===== config.mk =====
export PLATFORM = sky130hd
export DESIGN_NAME = r16ie_regfile
export DESIGN_NICKNAME = d
export VERILOG_FILES = /design/src/design/r16ie_pkg.sv /design/src/design/r16ie_regfile.sv
export SDC_FILE = /design/constraint.sdc
export NUM_CORES = 1
export LEC_CHECK = 0
export BUFFER_PORTS_ARGS = -buffer_cell sky130_fd_sc_hd__buf_2
export CORE_ASPECT_RATIO = 0.6
export CORE_UTILIZATION = 30
export CTS_BUF_LIST = sky130_fd_sc_hd__clkbuf_8
export DETAILED_ROUTE_END_ITERATION = 8
export PLACE_DENSITY = 0.57
export SYNTH_ARGS = -nofsm -noshare
export SYNTH_HDL_FRONTEND = slang
export SYNTH_SLANG_ARGS = --single-unit

===== constraint.sdc =====
create_clock -name clk -period 4.1 [get_ports clk]
set_clock_uncertainty 0.15 [all_clocks]
set_input_delay 0.82 -clock clk [delete_from_list [all_inputs] [get_ports clk]]
set_output_delay 0.82 -clock clk [all_outputs]
set_load 0.01 [all_outputs]

===== src/design/r16ie_pkg.sv =====
// ----------------------------------------------------------------------------
// r16ie_pkg
// Shared types, field widths and instruction codes of the 16-bit execute core.
// ----------------------------------------------------------------------------
package r16ie_pkg;

	localparam int WORD_BITS      = 16;
	localparam int REG_COUNT      = 8;
	localparam int REG_IDX_W      = 3;
	localparam int FUNC_W         = 2;
	localparam int MEM_ADDR_W     = 11;
	localparam int FLAGS_W        = 4;
	localparam int SHAMT_W        = 4;
	localparam int DATA_DEPTH_DEF = 2048;

	// Load/store address sums span one sign-extended word plus an 8-bit offset.
	localparam int ADDR_SUM_W   = 17;
	localparam int DISP_HALF    = 128;
	localparam int DISP_SPAN    = 256;
	localparam int ADDR_MIN_MAG = 32768 + DISP_HALF;

	// Stream payload widths.
	localparam int IN_TDATA_W  = 48;
	localparam int OUT_TDATA_W = 88;

	// Item kinds carried on the input tuser.
	localparam logic [FUNC_W-1:0] FUNC_EXEC      = 2'd0;
	localparam logic [FUNC_W-1:0] FUNC_MEM_WRITE = 2'd1;
	localparam logic [FUNC_W-1:0] FUNC_MEM_READ  = 2'd2;

	// Major opcodes, instr[15:14].
	localparam logic [1:0] OP1_LD  = 2'd0;
	localparam logic [1:0] OP1_ST  = 2'd1;
	localparam logic [1:0] OP1_BR  = 2'd2;
	localparam logic [1:0] OP1_ALU = 2'd3;

	// Branch-group sub-opcodes, instr[13:11].
	localparam logic [2:0] OP2_LI = 3'd0;
	localparam logic [2:0] OP2_B  = 3'd4;
	localparam logic [2:0] IS_IF  = 3'd7;

	// Conditions, instr[10:8].
	localparam logic [2:0] COND_EQ = 3'd0;
	localparam logic [2:0] COND_LT = 3'd1;
	localparam logic [2:0] COND_LE = 3'd2;
	localparam logic [2:0] COND_NE = 3'd3;

	// ALU-group sub-opcodes, instr[7:4].
	localparam logic [3:0] OP3_ADD = 4'd0;
	localparam logic [3:0] OP3_SUB = 4'd1;
	localparam logic [3:0] OP3_AND = 4'd2;
	localparam logic [3:0] OP3_OR  = 4'd3;
	localparam logic [3:0] OP3_XOR = 4'd4;
	localparam logic [3:0] OP3_CMP = 4'd5;
	localparam logic [3:0] OP3_MOV = 4'd6;
	localparam logic [3:0] OP3_SLL = 4'd8;
	localparam logic [3:0] OP3_ROL = 4'd9;
	localparam logic [3:0] OP3_SRL = 4'd10;
	localparam logic [3:0] OP3_SRA = 4'd11;
	localparam logic [3:0] HLT     = 4'd15;

	// Flag bit positions.
	localparam int FLAG_Z = 3;
	localparam int FLAG_S = 2;
	localparam int FLAG_C = 1;
	localparam int FLAG_V = 0;

	// One result beat; the first member sits in the highest bits.
	typedef struct packed {
		logic [WORD_BITS-1:0]  read_data;
		logic [WORD_BITS-1:0]  mem_write_value;
		logic [MEM_ADDR_W-1:0] mem_write_addr;
		logic                  mem_write_en;
		logic [WORD_BITS-1:0]  reg_write_value;
		logic [REG_IDX_W-1:0]  reg_write_index;
		logic                  reg_write_en;
		logic [FLAGS_W-1:0]    flags;
		logic                  halted;
		logic [WORD_BITS-1:0]  next_pc;
	} result_t;

	localparam int RESULT_W = $bits(result_t);

	// Execute-stage outcome handed to the memory stage.
	typedef struct packed {
		result_t res;
		logic    load;
		logic    host_read;
	} exec_out_t;

endpackage


===== src/design/r16ie_regfile.sv =====
// ----------------------------------------------------------------------------
// r16ie_regfile
// Eight-word register file, two registered read ports, one write port.
// ----------------------------------------------------------------------------
module r16ie_regfile
	import r16ie_pkg::*;
(
	input  logic                 clk,
	input  logic                 arst_n,
	input  logic                 rd_en,
	input  logic [REG_IDX_W-1:0] rd_a_idx,
	input  logic [REG_IDX_W-1:0] rd_b_idx,
	output logic [WORD_BITS-1:0] rd_a_data,
	output logic [WORD_BITS-1:0] rd_b_data,
	input  logic                 wr_en,
	input  logic [REG_IDX_W-1:0] wr_idx,
	input  logic [WORD_BITS-1:0] wr_data
);

	logic [WORD_BITS-1:0] mem [REG_COUNT];
	logic [REG_COUNT-1:0] vld_q;
	logic [WORD_BITS-1:0] rd_a_q;
	logic [WORD_BITS-1:0] rd_b_q;

	always_ff @(posedge clk) begin
		if (wr_en) begin
			mem[wr_idx] <= wr_data;
		end
	end

	// An entry that was never written reads as zero.
	always_ff @(posedge clk or negedge arst_n) begin
		if (!arst_n) begin
			vld_q <= '0;
		end else if (wr_en) begin
			vld_q[wr_idx] <= 1'b1;
		end
	end

	// A write in the same cycle is forwarded into the read register.
	always_ff @(posedge clk) begin
		if (rd_en) begin
			if (wr_en && (wr_idx == rd_a_idx)) begin
				rd_a_q <= wr_data;
			end else if (vld_q[rd_a_idx]) begin
				rd_a_q <= mem[rd_a_idx];
			end else begin
				rd_a_q <= '0;
			end
			if (wr_en && (wr_idx == rd_b_idx)) begin
				rd_b_q <= wr_data;
			end else if (vld_q[rd_b_idx]) begin
				rd_b_q <= mem[rd_b_idx];
			end else begin
				rd_b_q <= '0;
			end
		end
	end

	assign rd_a_data = rd_a_q;
	assign rd_b_data = rd_b_q;

endmodule


==> run_results.csv <==
group,metric,value,unit
run_status,status,"finished clean",
power_and_ir_drop,cellPowerDensity,413.8,nW/um^2
yosys,synth-edff-count,160,
yosys,yosysTopAreaCell,"edfxtp_1",
routing,dr.pass1.iters,4,
power_and_ir_drop,power.internal,2702,uW
yosys,synth_warnings,0,
finish,layout_commonest_cell,"edfxtp_1",
power_and_ir_drop,leakage,0.002845,uW
finish,final_cell_mix,"160 x edfxtp_1, 66 x mux4_2, 60 x buf_2, 34 x nand2_1, 32 x mux2i_1",
worst_setup_path,cp_max_fo,20,
finish,drive_gt1_frac,0.4313,
clocking,htreeDepth,4,
yosys,synth_area,7639,um^2
clocking,cts-root-buf,"clkbuf_8",
worst_setup_path,critPathKind,"input pin to flip-flop",
timing,worst_pin_slew,870.6,ps
clocking,clkLatencyLatePin,440,ps
die,io_pins,61,
grt,grt_util_all_layers,0.1524,
power_and_ir_drop,comb_power_share,0.112,
yosys,async_reset_ff_frac,0.04762,
clocking,postCtsHoldBufs,0,
worst_setup_path,critPathCaptureType,"flip-flop",
grt,grt_antenna_before_repair,1,
finish,finalNetCount,496,
timing,slew_headroom,0.4196,
yosys,synth_cell_type_count,23,
die,die_w,208,um
grt,grt-ovfl-total,0,
power_and_ir_drop,sw_frac_of_total,0.2476,
clocking,cts_buffers,17,
yosys,netlist_instances,401,
clocking,cts_setup_buffers,0,
hold_path,hold_path_class,"input pin to async pin",
die,coreArea,24610,um^2
routing,vias,4044,
power_and_ir_drop,ir_drop,0.2056,mV
worst_setup_path,startpoint_type,"input pin",
die,die_h,125.6,um
die,dieArea,26120,um^2
timing,hold_violations,0,
place,gp_congestion,0.7686,
yosys,synth_area_per_cell,19.05,um^2
routing,wire_per_inst,23.65,um
place,dp_hpwl,12040,um
finish,area_growth,13.60,%
yosys,synth.net_count,430,
yosys,ys_ff_latch,168,
yosys,yosysTopAreaCellShare,0.6290,
routing,first_iter_violations,294,
yosys,yosysSeqAreaShare,0.6552,
routing,route.detailed.drc,0,
grt,grt_pass1_vias,4497,
place,port_buffers,60,
timing,finalCritPeriodShare,0.7050,
die,rows,44,
clocking,clk_path_buf_depth,2,
routing,ant_nets,0,
grt,grt_max_degree,33,
clocking,cts_resized,0,
die,initial_utilization,0.3104,
job,maxCapViolCount,0,
power_and_ir_drop,p_switching,889.1,uW
timing,fmax,346.0,MHz
timing,rsz0062_at_grt,"no",
timing,maxSlewViolCount,0,
routing,viasPerCell,5.036,
timing,finalSetupTns,0,ps
clocking,clkTransAtPathRegs,100,ps
power_and_ir_drop,clock_power_share,0.325,
routing,wl,18990,um
clocking,cts_tree,"built",
yosys,yosys-top-cells-area,"edfxtp_1 63%, mux4_2 19%, mux2i_1 4.2%, dfrtp_1 2.6%, o21ai_2 2.3%",
power_and_ir_drop,seqPwrFrac,0.563,
timing,setup_viol,0,
grt,grt_pass1_wl,28520,um
yosys,synth_ff_type,"edfxtp_1",
timing,fin_worst_hold_slack,52.22,ps
worst_setup_path,crit_required,4220,ps
clocking,cts_sinks,168,
timing,post-route-min-period,2890,ps
worst_setup_path,cp.arrival,3010,ps
==> area by class of cell <==
cell class,instances,area [um^2]
clock buffers,17,234.0
diodes,1,2.502
clock inverters,15,150.1
fillers,2308,15930
flip-flops and latches,168,5005
well taps,322,402.9
repair buffers,77,427.9
multi-input cells,203,2455
==> metrics by stage <==
step / power [uW] / setup slack (ps) / util / area, um^2 / cells
2_1_floorplan: 2309 / 1363 / - / 7639 / 401
3_3_place_gp: 2458 / 868.1 / 0.3369 / 8290 / 770
3_5_place_dp: 2474 / 778.4 / 0.3369 / 8290 / 770
4_1_cts: 3639 / 1251 / 0.3525 / 8675 / 802
5_1_grt: 3735 / 1130 / 0.3525 / 8675 / 802
6_report: 3591 / 1210 / 0.3526 / 8677 / 803
==> cells by family (layout without fill, tap and decap cells) <==
kind of cell | Yosys count | after routing | synth area share
flip-flops | 168 | 168 | 0.6552
other | 0 | 1 | 0
AND/OR/NAND/NOR | 63 | 63 | 0.04062
multiplexers | 100 | 100 | 0.2395
buffers and inverters | 30 | 109 | 0.02473
AO/OA/AOI/OAI | 34 | 34 | 0.03309
XOR/XNOR | 6 | 6 | 0.006880
==> synth_stat cells (3+ instances only) <==
library cell,count
buf_2,7
buf_4,4
buf_6,7
clkbuf_1,12
dfrtp_1,8
edfxtp_1,160
mux2i_1,32
mux4_2,66
nand2_1,34
nand2b_1,3
nor2_1,6
nor2b_1,4
o21ai_0,12
o21ai_2,20
or2_2,8
xnor2_1,6
==> power groups by stage <==
stage	combinational, uW	sequential, uW	clock, uW
global route	435	2030	1270
global placement	399	2060	0
detailed placement	409	2060	0
finish	402	2020	1170
floorplan	243	2070	0
CTS	409	2030	1200
==> worst max-delay path, cell delays in order <==
cell     delay (ps)
buf_2           550
xnor2_1         170
and4_4          280
or4_1           690
buf_4           270
o21ai_0         200
==> per-layer routing <==
metal | GRT usage | vias to the layer above | routed length [um]
met4 | 0.04575 | 0 | 153
met1 | 0.2100 | 2120 | 8276
met2 | 0.2369 | 132 | 9043
met5 | 0 | - | 0
met3 | 0.03969 | 14 | 1521
li1 | - | 1778 | -
==> flip-flops by register name, summed over array words and instances (netlist names) <==
name / count
rd_a_data: 16
mem: 128
vld_q: 8
rd_b_data: 16
==> worst paths after layout <==
path	start	endpoint	slack [ps]	cells after the start
setup / recovery	rd_a_idx[2]	rd_a_data[15]	1210	6
hold / removal	arst_n	vld_q[5]	50	1
setup reg to reg	vld_q[4]	rd_a_data[15]	1970	5
hold reg to reg	vld_q[2]	vld_q[2]	350	1
max in group asynchronous	arst_n	vld_q[3]	3560	1
min in group clk	vld_q[2]	vld_q[2]	350	1
(Power assumes the default switching activity.)
