==> src/design/r16ie_pkg.sv <==
// ----------------------------------------------------------------------------
// r16ie_pkg
// Shared types, field widths and instruction codes of the 16-bit execute core.
// ----------------------------------------------------------------------------
package r16ie_pkg;

	localparam int WORD_BITS      = 16;
	localparam int REG_COUNT      = 8;
	localparam int REG_IDX_W      = 3;
	localparam int FUNC_W         = 2;
	localparam int MEM_ADDR_W     = 11;
	localparam int FLAGS_W        = 4;
	localparam int SHAMT_W        = 4;
	localparam int DATA_DEPTH_DEF = 2048;

	// Load/store address sums span one sign-extended word plus an 8-bit offset.
	localparam int ADDR_SUM_W   = 17;
	localparam int DISP_HALF    = 128;
	localparam int DISP_SPAN    = 256;
	localparam int ADDR_MIN_MAG = 32768 + DISP_HALF;

	// Stream payload widths.
	localparam int IN_TDATA_W  = 48;
	localparam int OUT_TDATA_W = 88;

	// Item kinds carried on the input tuser.
	localparam logic [FUNC_W-1:0] FUNC_EXEC      = 2'd0;
	localparam logic [FUNC_W-1:0] FUNC_MEM_WRITE = 2'd1;
	localparam logic [FUNC_W-1:0] FUNC_MEM_READ  = 2'd2;

	// Major opcodes, instr[15:14].
	localparam logic [1:0] OP1_LD  = 2'd0;
	localparam logic [1:0] OP1_ST  = 2'd1;
	localparam logic [1:0] OP1_BR  = 2'd2;
	localparam logic [1:0] OP1_ALU = 2'd3;

	// Branch-group sub-opcodes, instr[13:11].
	localparam logic [2:0] OP2_LI = 3'd0;
	localparam logic [2:0] OP2_B  = 3'd4;
	localparam logic [2:0] IS_IF  = 3'd7;

	// Conditions, instr[10:8].
	localparam logic [2:0] COND_EQ = 3'd0;
	localparam logic [2:0] COND_LT = 3'd1;
	localparam logic [2:0] COND_LE = 3'd2;
	localparam logic [2:0] COND_NE = 3'd3;

	// ALU-group sub-opcodes, instr[7:4].
	localparam logic [3:0] OP3_ADD = 4'd0;
	localparam logic [3:0] OP3_SUB = 4'd1;
	localparam logic [3:0] OP3_AND = 4'd2;
	localparam logic [3:0] OP3_OR  = 4'd3;
	localparam logic [3:0] OP3_XOR = 4'd4;
	localparam logic [3:0] OP3_CMP = 4'd5;
	localparam logic [3:0] OP3_MOV = 4'd6;
	localparam logic [3:0] OP3_SLL = 4'd8;
	localparam logic [3:0] OP3_ROL = 4'd9;
	localparam logic [3:0] OP3_SRL = 4'd10;
	localparam logic [3:0] OP3_SRA = 4'd11;
	localparam logic [3:0] HLT     = 4'd15;

	// Flag bit positions.
	localparam int FLAG_Z = 3;
	localparam int FLAG_S = 2;
	localparam int FLAG_C = 1;
	localparam int FLAG_V = 0;

	// One result beat; the first member sits in the highest bits.
	typedef struct packed {
		logic [WORD_BITS-1:0]  read_data;
		logic [WORD_BITS-1:0]  mem_write_value;
		logic [MEM_ADDR_W-1:0] mem_write_addr;
		logic                  mem_write_en;
		logic [WORD_BITS-1:0]  reg_write_value;
		logic [REG_IDX_W-1:0]  reg_write_index;
		logic                  reg_write_en;
		logic [FLAGS_W-1:0]    flags;
		logic                  halted;
		logic [WORD_BITS-1:0]  next_pc;
	} result_t;

	localparam int RESULT_W = $bits(result_t);

	// Execute-stage outcome handed to the memory stage.
	typedef struct packed {
		result_t res;
		logic    load;
		logic    host_read;
	} exec_out_t;

endpackage

==> src/design/r16ie_addr_mod.sv <==
// ----------------------------------------------------------------------------
// r16ie_addr_mod
// Reduces a signed address sum to a data memory index modulo the depth.
// ----------------------------------------------------------------------------
module r16ie_addr_mod
	import r16ie_pkg::*;
#(
	parameter int DATA_DEPTH = DATA_DEPTH_DEF,
	localparam int AW        = $clog2(DATA_DEPTH)
) (
	input  logic signed [ADDR_SUM_W-1:0] sum,
	output logic        [AW-1:0]         idx
);

	localparam bit IS_POW2 = (DATA_DEPTH & (DATA_DEPTH - 1)) == 0;

	if (IS_POW2) begin : g_pow2
		// Two's complement low bits are already the modulo.
		assign idx = sum[AW-1:0];
	end else begin : g_tab
		// Bias by a multiple of the depth to make the sum non-negative, then
		// fold the upper chunk through a constant table of (hi * 512) mod depth.
		localparam int OFF     = DATA_DEPTH * ((ADDR_MIN_MAG + DATA_DEPTH - 1) / DATA_DEPTH);
		localparam int LO_W    = 9;
		localparam int BIAS_W  = 18;
		localparam int TAB_N   = 257;
		localparam int RED_W   = AW + 2;

		logic signed [BIAS_W:0] biased;
		logic [BIAS_W-1:0]      v;
		logic [LO_W-1:0]        hi;
		logic [LO_W-1:0]        lo;
		logic [AW-1:0]          tab [TAB_N];
		logic [RED_W-1:0]       sum0;
		logic [RED_W-1:0]       red1;
		logic [RED_W-1:0]       red2;

		for (genvar i = 0; i < TAB_N; i++) begin : g_ent
			assign tab[i] = AW'((i * (1 << LO_W)) % DATA_DEPTH);
		end

		always_comb begin
			biased = (BIAS_W + 1)'(sum) + (BIAS_W + 1)'(OFF);
			v      = biased[BIAS_W-1:0];
			hi     = v[BIAS_W-1:LO_W];
			lo     = v[LO_W-1:0];
			sum0   = RED_W'(tab[hi]) + RED_W'(lo);
			red1   = (sum0 >= RED_W'(DATA_DEPTH)) ? sum0 - RED_W'(DATA_DEPTH) : sum0;
			red2   = (red1 >= RED_W'(DATA_DEPTH)) ? red1 - RED_W'(DATA_DEPTH) : red1;
			idx    = red2[AW-1:0];
		end
	end

endmodule

==> src/design/r16ie_exec.sv <==
// ----------------------------------------------------------------------------
// r16ie_exec
// Execute stage: decode, ALU, branch resolution and memory access request.
// ----------------------------------------------------------------------------
module r16ie_exec
	import r16ie_pkg::*;
#(
	parameter int DATA_DEPTH = DATA_DEPTH_DEF,
	localparam int AW        = $clog2(DATA_DEPTH)
) (
	input  logic [FUNC_W-1:0]     func,
	input  logic [WORD_BITS-1:0]  instr,
	input  logic [MEM_ADDR_W-1:0] host_addr,
	input  logic [WORD_BITS-1:0]  host_data,
	input  logic [WORD_BITS-1:0]  ra_val,
	input  logic [WORD_BITS-1:0]  rb_val,
	input  logic [WORD_BITS-1:0]  pc,
	input  logic [FLAGS_W-1:0]    flags,
	input  logic                  halted,
	output exec_out_t             eo,
	output logic                  dm_we,
	output logic                  dm_re,
	output logic [AW-1:0]         dm_addr,
	output logic [WORD_BITS-1:0]  dm_wdata
);

	logic [1:0]                   op1;
	logic [REG_IDX_W-1:0]         fa;
	logic [REG_IDX_W-1:0]         fb;
	logic [3:0]                   op3;
	logic [SHAMT_W-1:0]           sh;
	logic [WORD_BITS-1:0]         d8_ext;
	logic [WORD_BITS-1:0]         npc;
	logic [WORD_BITS-1:0]         br_tgt;
	logic signed [ADDR_SUM_W-1:0] ldst_sum;
	logic signed [ADDR_SUM_W-1:0] host_sum;
	logic [AW-1:0]                ldst_idx;
	logic [AW-1:0]                host_idx;
	logic [AW+MEM_ADDR_W-1:0]     ldst_idx_ext;
	logic                         cond_z;
	logic                         cond_lt;
	logic                         take;
	logic [WORD_BITS-1:0]         alu_r;
	logic [2*WORD_BITS-1:0]       rot;
	logic                         alu_has;
	logic                         alu_wr;
	logic                         alu_v;
	logic [FLAGS_W-1:0]           alu_flags;

	assign op1      = instr[15:14];
	assign fa       = instr[13:11];
	assign fb       = instr[10:8];
	assign op3      = instr[7:4];
	assign sh       = instr[SHAMT_W-1:0];
	assign d8_ext   = WORD_BITS'($signed(instr[7:0]));
	assign npc      = pc + 1'b1;
	assign br_tgt   = npc + d8_ext;
	assign ldst_sum = ADDR_SUM_W'($signed(rb_val)) + ADDR_SUM_W'($signed(instr[7:0]));
	assign host_sum = ADDR_SUM_W'(host_addr);
	assign ldst_idx_ext = (AW + MEM_ADDR_W)'(ldst_idx);

	r16ie_addr_mod #(.DATA_DEPTH(DATA_DEPTH)) u_ldst_mod (
		.sum (ldst_sum),
		.idx (ldst_idx)
	);

	r16ie_addr_mod #(.DATA_DEPTH(DATA_DEPTH)) u_host_mod (
		.sum (host_sum),
		.idx (host_idx)
	);

	// ALU: x is the rd/rb operand, y the rs/ra operand.
	always_comb begin
		alu_r   = '0;
		alu_has = 1'b1;
		alu_wr  = 1'b1;
		alu_v   = 1'b0;
		rot     = {rb_val, rb_val} << sh;
		case (op3)
			OP3_ADD: begin
				alu_r = rb_val + ra_val;
				alu_v = (rb_val[15] == ra_val[15]) && (alu_r[15] != rb_val[15]);
			end
			OP3_SUB, OP3_CMP: begin
				alu_r  = rb_val - ra_val;
				alu_v  = (rb_val[15] != ra_val[15]) && (alu_r[15] != rb_val[15]);
				alu_wr = (op3 == OP3_SUB);
			end
			OP3_AND: alu_r = rb_val & ra_val;
			OP3_OR:  alu_r = rb_val | ra_val;
			OP3_XOR: alu_r = rb_val ^ ra_val;
			OP3_MOV: alu_r = ra_val;
			OP3_SLL: alu_r = rb_val << sh;
			OP3_ROL: alu_r = rot[2*WORD_BITS-1:WORD_BITS];
			OP3_SRL: alu_r = rb_val >> sh;
			OP3_SRA: alu_r = WORD_BITS'($signed(rb_val) >>> sh);
			default: begin
				alu_has = 1'b0;
				alu_wr  = 1'b0;
			end
		endcase
		alu_flags         = '0;
		alu_flags[FLAG_Z] = alu_has && (alu_r == '0);
		alu_flags[FLAG_S] = alu_has && alu_r[15];
		alu_flags[FLAG_C] = alu_v;
		alu_flags[FLAG_V] = alu_v;
	end

	always_comb begin
		cond_z  = flags[FLAG_Z];
		cond_lt = flags[FLAG_S] ^ flags[FLAG_V];
		case (fb)
			COND_EQ: take = cond_z;
			COND_LT: take = cond_lt;
			COND_LE: take = cond_z | cond_lt;
			COND_NE: take = !cond_z;
			default: take = 1'b0;
		endcase
	end

	always_comb begin
		eo           = '0;
		eo.res.next_pc = pc;
		eo.res.halted  = halted;
		eo.res.flags   = flags;
		dm_we        = 1'b0;
		dm_re        = 1'b0;
		dm_addr      = ldst_idx;
		dm_wdata     = ra_val;
		case (func)
			FUNC_MEM_WRITE: begin
				dm_we    = 1'b1;
				dm_addr  = host_idx;
				dm_wdata = host_data;
			end
			FUNC_MEM_READ: begin
				dm_re        = 1'b1;
				dm_addr      = host_idx;
				eo.host_read = 1'b1;
			end
			FUNC_EXEC: begin
				if (!halted) begin
					eo.res.next_pc = npc;
					case (op1)
						OP1_LD: begin
							dm_re                  = 1'b1;
							eo.load                = 1'b1;
							eo.res.reg_write_en    = 1'b1;
							eo.res.reg_write_index = fa;
						end
						OP1_ST: begin
							dm_we                  = 1'b1;
							eo.res.mem_write_en    = 1'b1;
							eo.res.mem_write_addr  = ldst_idx_ext[MEM_ADDR_W-1:0];
							eo.res.mem_write_value = ra_val;
						end
						OP1_BR: begin
							case (fa)
								OP2_LI: begin
									eo.res.reg_write_en    = 1'b1;
									eo.res.reg_write_index = fb;
									eo.res.reg_write_value = d8_ext;
								end
								OP2_B: eo.res.next_pc = br_tgt;
								IS_IF: begin
									if (take) begin
										eo.res.next_pc = br_tgt;
									end
								end
								default: ;
							endcase
						end
						default: begin
							eo.res.flags = alu_flags;
							if (op3 == HLT) begin
								eo.res.halted = 1'b1;
							end
							if (alu_wr) begin
								eo.res.reg_write_en    = 1'b1;
								eo.res.reg_write_index = fb;
								eo.res.reg_write_value = alu_r;
							end
						end
					endcase
				end
			end
			default: ;
		endcase
	end

endmodule

==> config.mk <==
export PLATFORM = sky130hd
export DESIGN_NAME = r16ie_exec
export DESIGN_NICKNAME = d
export VERILOG_FILES = /design/src/design/r16ie_pkg.sv /design/src/design/r16ie_addr_mod.sv /design/src/design/r16ie_exec.sv
export SDC_FILE = /design/constraint.sdc
export NUM_CORES = 1
export LEC_CHECK = 0
export ABC_AREA = 1
export BUFFER_PORTS_ARGS = -buffer_cell sky130_fd_sc_hd__buf_4
export CAP_MARGIN = 40
export CORE_UTILIZATION = 35
export DETAILED_ROUTE_END_ITERATION = 8
export REMOVE_ABC_BUFFERS = 1
export SYNTH_ARGS = -nofsm -noshare
export SYNTH_HDL_FRONTEND = slang
export SYNTH_HIERARCHICAL = 1
export SYNTH_SLANG_ARGS = --single-unit
==> constraint.sdc <==
create_clock -name vclk -period 2.85
set_clock_uncertainty 0.1 [all_clocks]
set_input_delay 0.1425 -clock vclk [all_inputs]
set_output_delay 0.1425 -clock vclk [all_outputs]
set_load 0.02 [all_outputs]
==> results of run 1 <==
-- cells in the final DEF, fill, tap and decap left out, types with 3 or more instances in the layout --
cell	count
a211oi_1	4
a21boi_1	4
a21o_1	3
a21oi_1	65
a21oi_2	19
a22oi_1	3
a31oi_1	7
buf_12	4
buf_4	317
buf_6	6
clkinv_1	4
conb_1	16
fa_2	3
ha_1	62
ha_2	6
ha_4	13
inv_1	178
inv_2	21
nand2_1	421
nand2_2	16
nand3_1	178
nand3_2	8
nand4_1	14
nor2_1	138
nor2_2	8
nor2_4	9
nor3_1	15
nor3_2	5
nor3_4	3
o211ai_1	7
o21ai_0	80
o21ai_1	18
o21ai_2	4
o21bai_1	5
o22ai_1	22
or2_2	4
xnor2_1	6
xor2_1	13
-- layer usage --
layer / wire length (um) / share of wire / GRT usage
met5: 0 / 0 / 0
met4: 505 / 0.015 / 0.0403
met3: 2370 / 0.069 / 0.0251
met2: 15500 / 0.45 / 0.483
met1: 15800 / 0.46 / 0.421
-- area by class of cell --
cell class / instances / area [um2] / area share
multi-input combinational: 1207 / 6860 / 0.651
inverter: 206 / 782 / 0.0743
timing repair buffer: 328 / 2540 / 0.242
tap: 275 / 344 / 0.0327
-- power by group through the flow --
stage | clock (W) | sequential, W | combinational, W
floorplan | 0 | 0 | 0.000992
global placement | 0 | 0 | 0.00174
detailed placement | 0 | 0 | 0.00174
CTS | 0 | 0 | 0.00179
global route | 0 | 0 | 0.00212
finish | 0 | 0 | 0.00194
-- worst min-delay path by stage --
stage / startpoint / end / slack, ns / cells past startpoint
CTS: host_data[14] / dm_wdata[14] / 0.49 / 4
global route: host_data[13] / dm_wdata[13] / 0.51 / 4
floorplan: instr[14] / eo[1] / 0.35 / 3
global placement: host_data[9] / dm_wdata[9] / 0.49 / 4
detailed placement: host_data[14] / dm_wdata[14] / 0.49 / 4
finish: host_data[14] / dm_wdata[14] / 0.49 / 4
-- through the flow --
stage | utilization | TNS (ns) | power [W] | cells
floorplan | - | 0 | 0.000992 | 1413
global route | 0.499 | -0.532 | 0.00212 | 2016
finish | 0.499 | 0 | 0.00194 | 2016
global placement | 0.463 | -1.78 | 0.00174 | 1993
detailed placement | 0.463 | -1.90 | 0.00174 | 1993
CTS | 0.476 | -0.222 | 0.00179 | 2005
-- what timing repair did --
| item | 4_1_cts | 5_1_grt |
|---|---|---|
| setup endpoints to repair | 10 | 16 |
| gates resized for setup | 43 | 101 |
| cloned | 0 | 0 |
| pin swaps | 28 | 61 |
| buffers inserted | 12 | 11 |
-- tightest hold or removal path: stages --
cell and delay, ns:
buf_4 0.08, nand2_1 0.03, o21ai_0 0.06, buf_4 0.14
==> reports/qor.yml, run 1 <==
cpPeakStageDelay_ns: 0.31
vias_per_cell: 5.20
start_util: 0.358
intPower_w: 0.000762
rows: 53
drt-pass1-iter-count: 8
gp_congestion: 0.961
vias: 10489
cp_slowest_cell: "ha_4"
critPathLaunchType: "input port"
cts_hold_buffers: 0
die_w_um: 149
final_cell_area_mm2: 0.0105
layout_min_cycle_time_ns: 2.83
rsz0062_at_grt: "true"
die_h_um: 149
cp-endpoint: "eo[16]"
ir_worst_vdd_uv: 105
seq_area_um2: 0
worstSetupEndpointType: "output port"
place_ws_ns: -0.364
antenna_found_initial: 0
worstPathRequired_ns: 2.61
ios: 214
fin_ws_ns: 0.0234
syn_avg_cell_area_um2: 5.08
drc: 0
cp_common_cell: "nand2_1"
p_sw_w: 0.00118
seqPwrFrac: 0
hpwl_um: 28000
fmax_ghz: 0.354
crit_start: "pc[1]"
clkPwrFrac: 0
grt_max_degree: 36
clockBufferCount: 0
place_area_mm2: 0.00976
ant_nets: 0
hold_viol: 0
crit_chain: "buf_6, ha_4, nand2_1, nor2_2, buf_4, inv_1, nor2_1, nand2_1, xor2_1, inv_1, ha_4, nand2_2, nor3_2, nand3_1, nand3_1, nand2_1, nand3_1, nand2_1, a31oi_1, buf_4"
drive_gt1_frac: 0.269
first_iter_violations: 929
port_buffers: 198
grt_pass1_wl_um: 51400
wl_um: 34100
grt_usage: 0.293
grt.overflow.total: 0
critPathKind: "input port to output port"
synth_warnings: 6
cp_max_fo: 4
p_per_area_mw_per_mm2: 185
critPathTopFamily: "simple AND/OR/NAND/NOR gates"
wl_per_cell_um: 16.9
grt_pass1_vias: 9582
syn_inst: 1486
syn_area_mm2: 0.00755
hp-class: "input port to output port"
run_status: "complete, no violations"
crit_buf_inv: 5
fin_nets: 1926
power_frac_comb: 1.000
dieArea_mm2: 0.0222
worstPathArrival_ns: 2.58
drv_slew: 0
setup_viol: 0
p_sw_frac: 0.608
fin_hold_ws_ns: 0.493
fillers: 2298
core_area_mm2: 0.0211
cp_num_cells: 20
post-route-period-util: 0.992
maxCapViolCount: 0
diodes: 0
area_growth_pct: 39.3
power_leakage_nw: 5.78
slew-limit-headroom: 0.626
n_sequential_cell: 0
worst_pin_slew_ns: 0.561
Power figures use the tool's default switching activity.
==> run 2, diff against run 1 <==
Settings changed: CORE_MARGIN set to 2, CORE_UTILIZATION 35 to 50, PLACE_DENSITY_LB_ADDON set to 0.12.
==> run 2 against run 1 <==
Against the previous run:
- the flow now finishes with violations (setup timing)
- hold slack lost 0.0022 ns
- sequential share of layout area is the same
- core utilization grew 18 points
- non-clock buffer count shrank 36
- count of clock-buffer cells in the layout is the same
- power shrank 5.3%
- worst setup slack lost 0.11 ns
- first-iteration DRC count grew 23%
- fmax shrank 3.6%
- largest cell class unchanged
- highest routed layer unchanged
==> reports/qor.yml, run 2 (synthesized netlist as in run 1, its figures left out) <==
setup_viol: 1
ios: 214
crit_start: "pc[1]"
seq_area_um2: 0
p_per_area_mw_per_mm2: 186
rsz0062_at_grt: "true"
drive_gt1_frac: 0.238
vias: 10739
die_h_um: 127
drt-pass1-iter-count: 6
wl_per_cell_um: 16.9
layout_min_cycle_time_ns: 2.93
whs_endpoint: "dm_wdata[8]"
die_w_um: 127
port_buffers: 198
cpPeakStageDelay_ns: 0.27
fmax_ghz: 0.341
grt.overflow.total: 0
post-route-period-util: 1.03
area_growth_pct: 31.2
grt_pass1_vias: 9428
gp_congestion: 1.06
hp-class: "input port to output port"
diodes: 0
worst_pin_slew_ns: 0.609
antenna_found_initial: 0
crit_chain: "buf_6, ha_4, nand2_2, nor2_4, nand2_2, nor2_4, inv_2, nor4_4, buf_4, nand2_2, and2_4, ha_4, inv_2, nor3_4, nand3_2, nand3_2, nand3_2, nand2_1, o21ai_1, a21oi_1, buf_4"
rows: 44
worstPathRequired_ns: 2.61
worstSetupEndpointType: "output port"
cp_slowest_cell: "ha_4"
vias_per_cell: 5.69
start_util: 0.516
drc: 0
wl_um: 32000
finalPower_w: 0.00184
grt_usage: 0.370
worstPathArrival_ns: 2.69
ir_worst_vdd_uv: 140
fin_ws_ns: -0.0833
n_sequential_cell: 0
final_cell_area_mm2: 0.00991
run_status: "complete, but fails checks"
final_common_cell: "nand2_1"
fin_nets: 1890
power_leakage_nw: 5.57
core_area_mm2: 0.0146
critPathTopFamily: "simple AND/OR/NAND/NOR gates"
place_area_mm2: 0.00943
dieArea_mm2: 0.0161
maxCapViolCount: 0
violations: "setup timing"
holdCritStartpoint: "host_data[8]"
clockBufferCount: 0
drv_slew: 0
mostFrequentLayoutCells: "nand2_1 (425), buf_4 (287), inv_1 (183)"
cp_max_fo: 2
grt_max_degree: 37
hpwl_um: 26100
crit_buf_inv: 5
fillers: 1488
critPathLaunchType: "input port"
slew-limit-headroom: 0.594
cts_hold_buffers: 0
hold_depth: 4
hold_viol: 0
first_iter_violations: 1141
grt_pass1_wl_um: 48300
ant_nets: 0
critPathKind: "input port to output port"
run 2: cell types whose count changed in the layout (fill, tap and decap cells not counted), moves of 5 or more:
cell	before	now
buf_4	317	287
a21oi_1	65	71
inv_2	21	15
a21oi_2	19	13
inv_1	178	183
run 2: cell type report:
class                      instances  area [um2]  share of cell area
tap                              184         230              0.0232
inverter                         206         785              0.0791
multi-input combinational       1207        6680               0.674
timing repair buffer             292        2210               0.223
run 2: power breakdown:
part	internal, W	switching [W]	leakage, nW	total [W]
sequential	0	0	0	0
clock	0	0	0	0
combinational	0.000691	0.00115	5.57	0.00184
run 2: tightest hold or removal path, delay by kind of cell:
family	cells	cell delay (ns)
buffers and inverters	2	0.21
AO/OA/AOI/OAI	1	0.06
AND/OR/NAND/NOR	1	0.04
run 2: repair_timing:
item                                    4_1_cts  5_1_grt
pin swaps                                     3       14
gates cloned                                  0        0
resized for setup                            17       81
endpoints found under the setup margin        8       17
setup buffers                                 3        6
run 2: routing by layer:
layer | share of wire | up-vias | global-route usage
met3 | 0.12 | 71 | 0.0759
met1 | 0.41 | 4807 | 0.516
met4 | 0.030 | 0 | 0.0970
met2 | 0.44 | 638 | 0.580
met5 | 0 | - | 0
li1 | - | 5223 | -
run 2: worst max path at each step:
stage               endpoint  depth (start not counted)  slack, ns
floorplan              dm_we                          7       0.01
global placement      eo[17]                         21      -0.19
detailed placement    eo[17]                         21      -0.26
CTS                   eo[17]                         21      -0.04
global route          eo[17]                         21      -0.25
finish                eo[17]                         21      -0.08
run 2: through the flow:
step | TNS (ns) | std cells | hold WS [ns] | utilization | worst slack [ns]
finish | -0.0833 | 1889 | 0.490 | 0.677 | -0.0833
global route | -0.868 | 1889 | 0.505 | 0.677 | -0.254
global placement | -0.344 | 1880 | 0.489 | 0.644 | -0.186
detailed placement | -0.593 | 1880 | 0.490 | 0.644 | -0.264
floorplan | 0 | 1413 | 0.347 | - | 0.0103
CTS | -0.0639 | 1883 | 0.490 | 0.649 | -0.0399
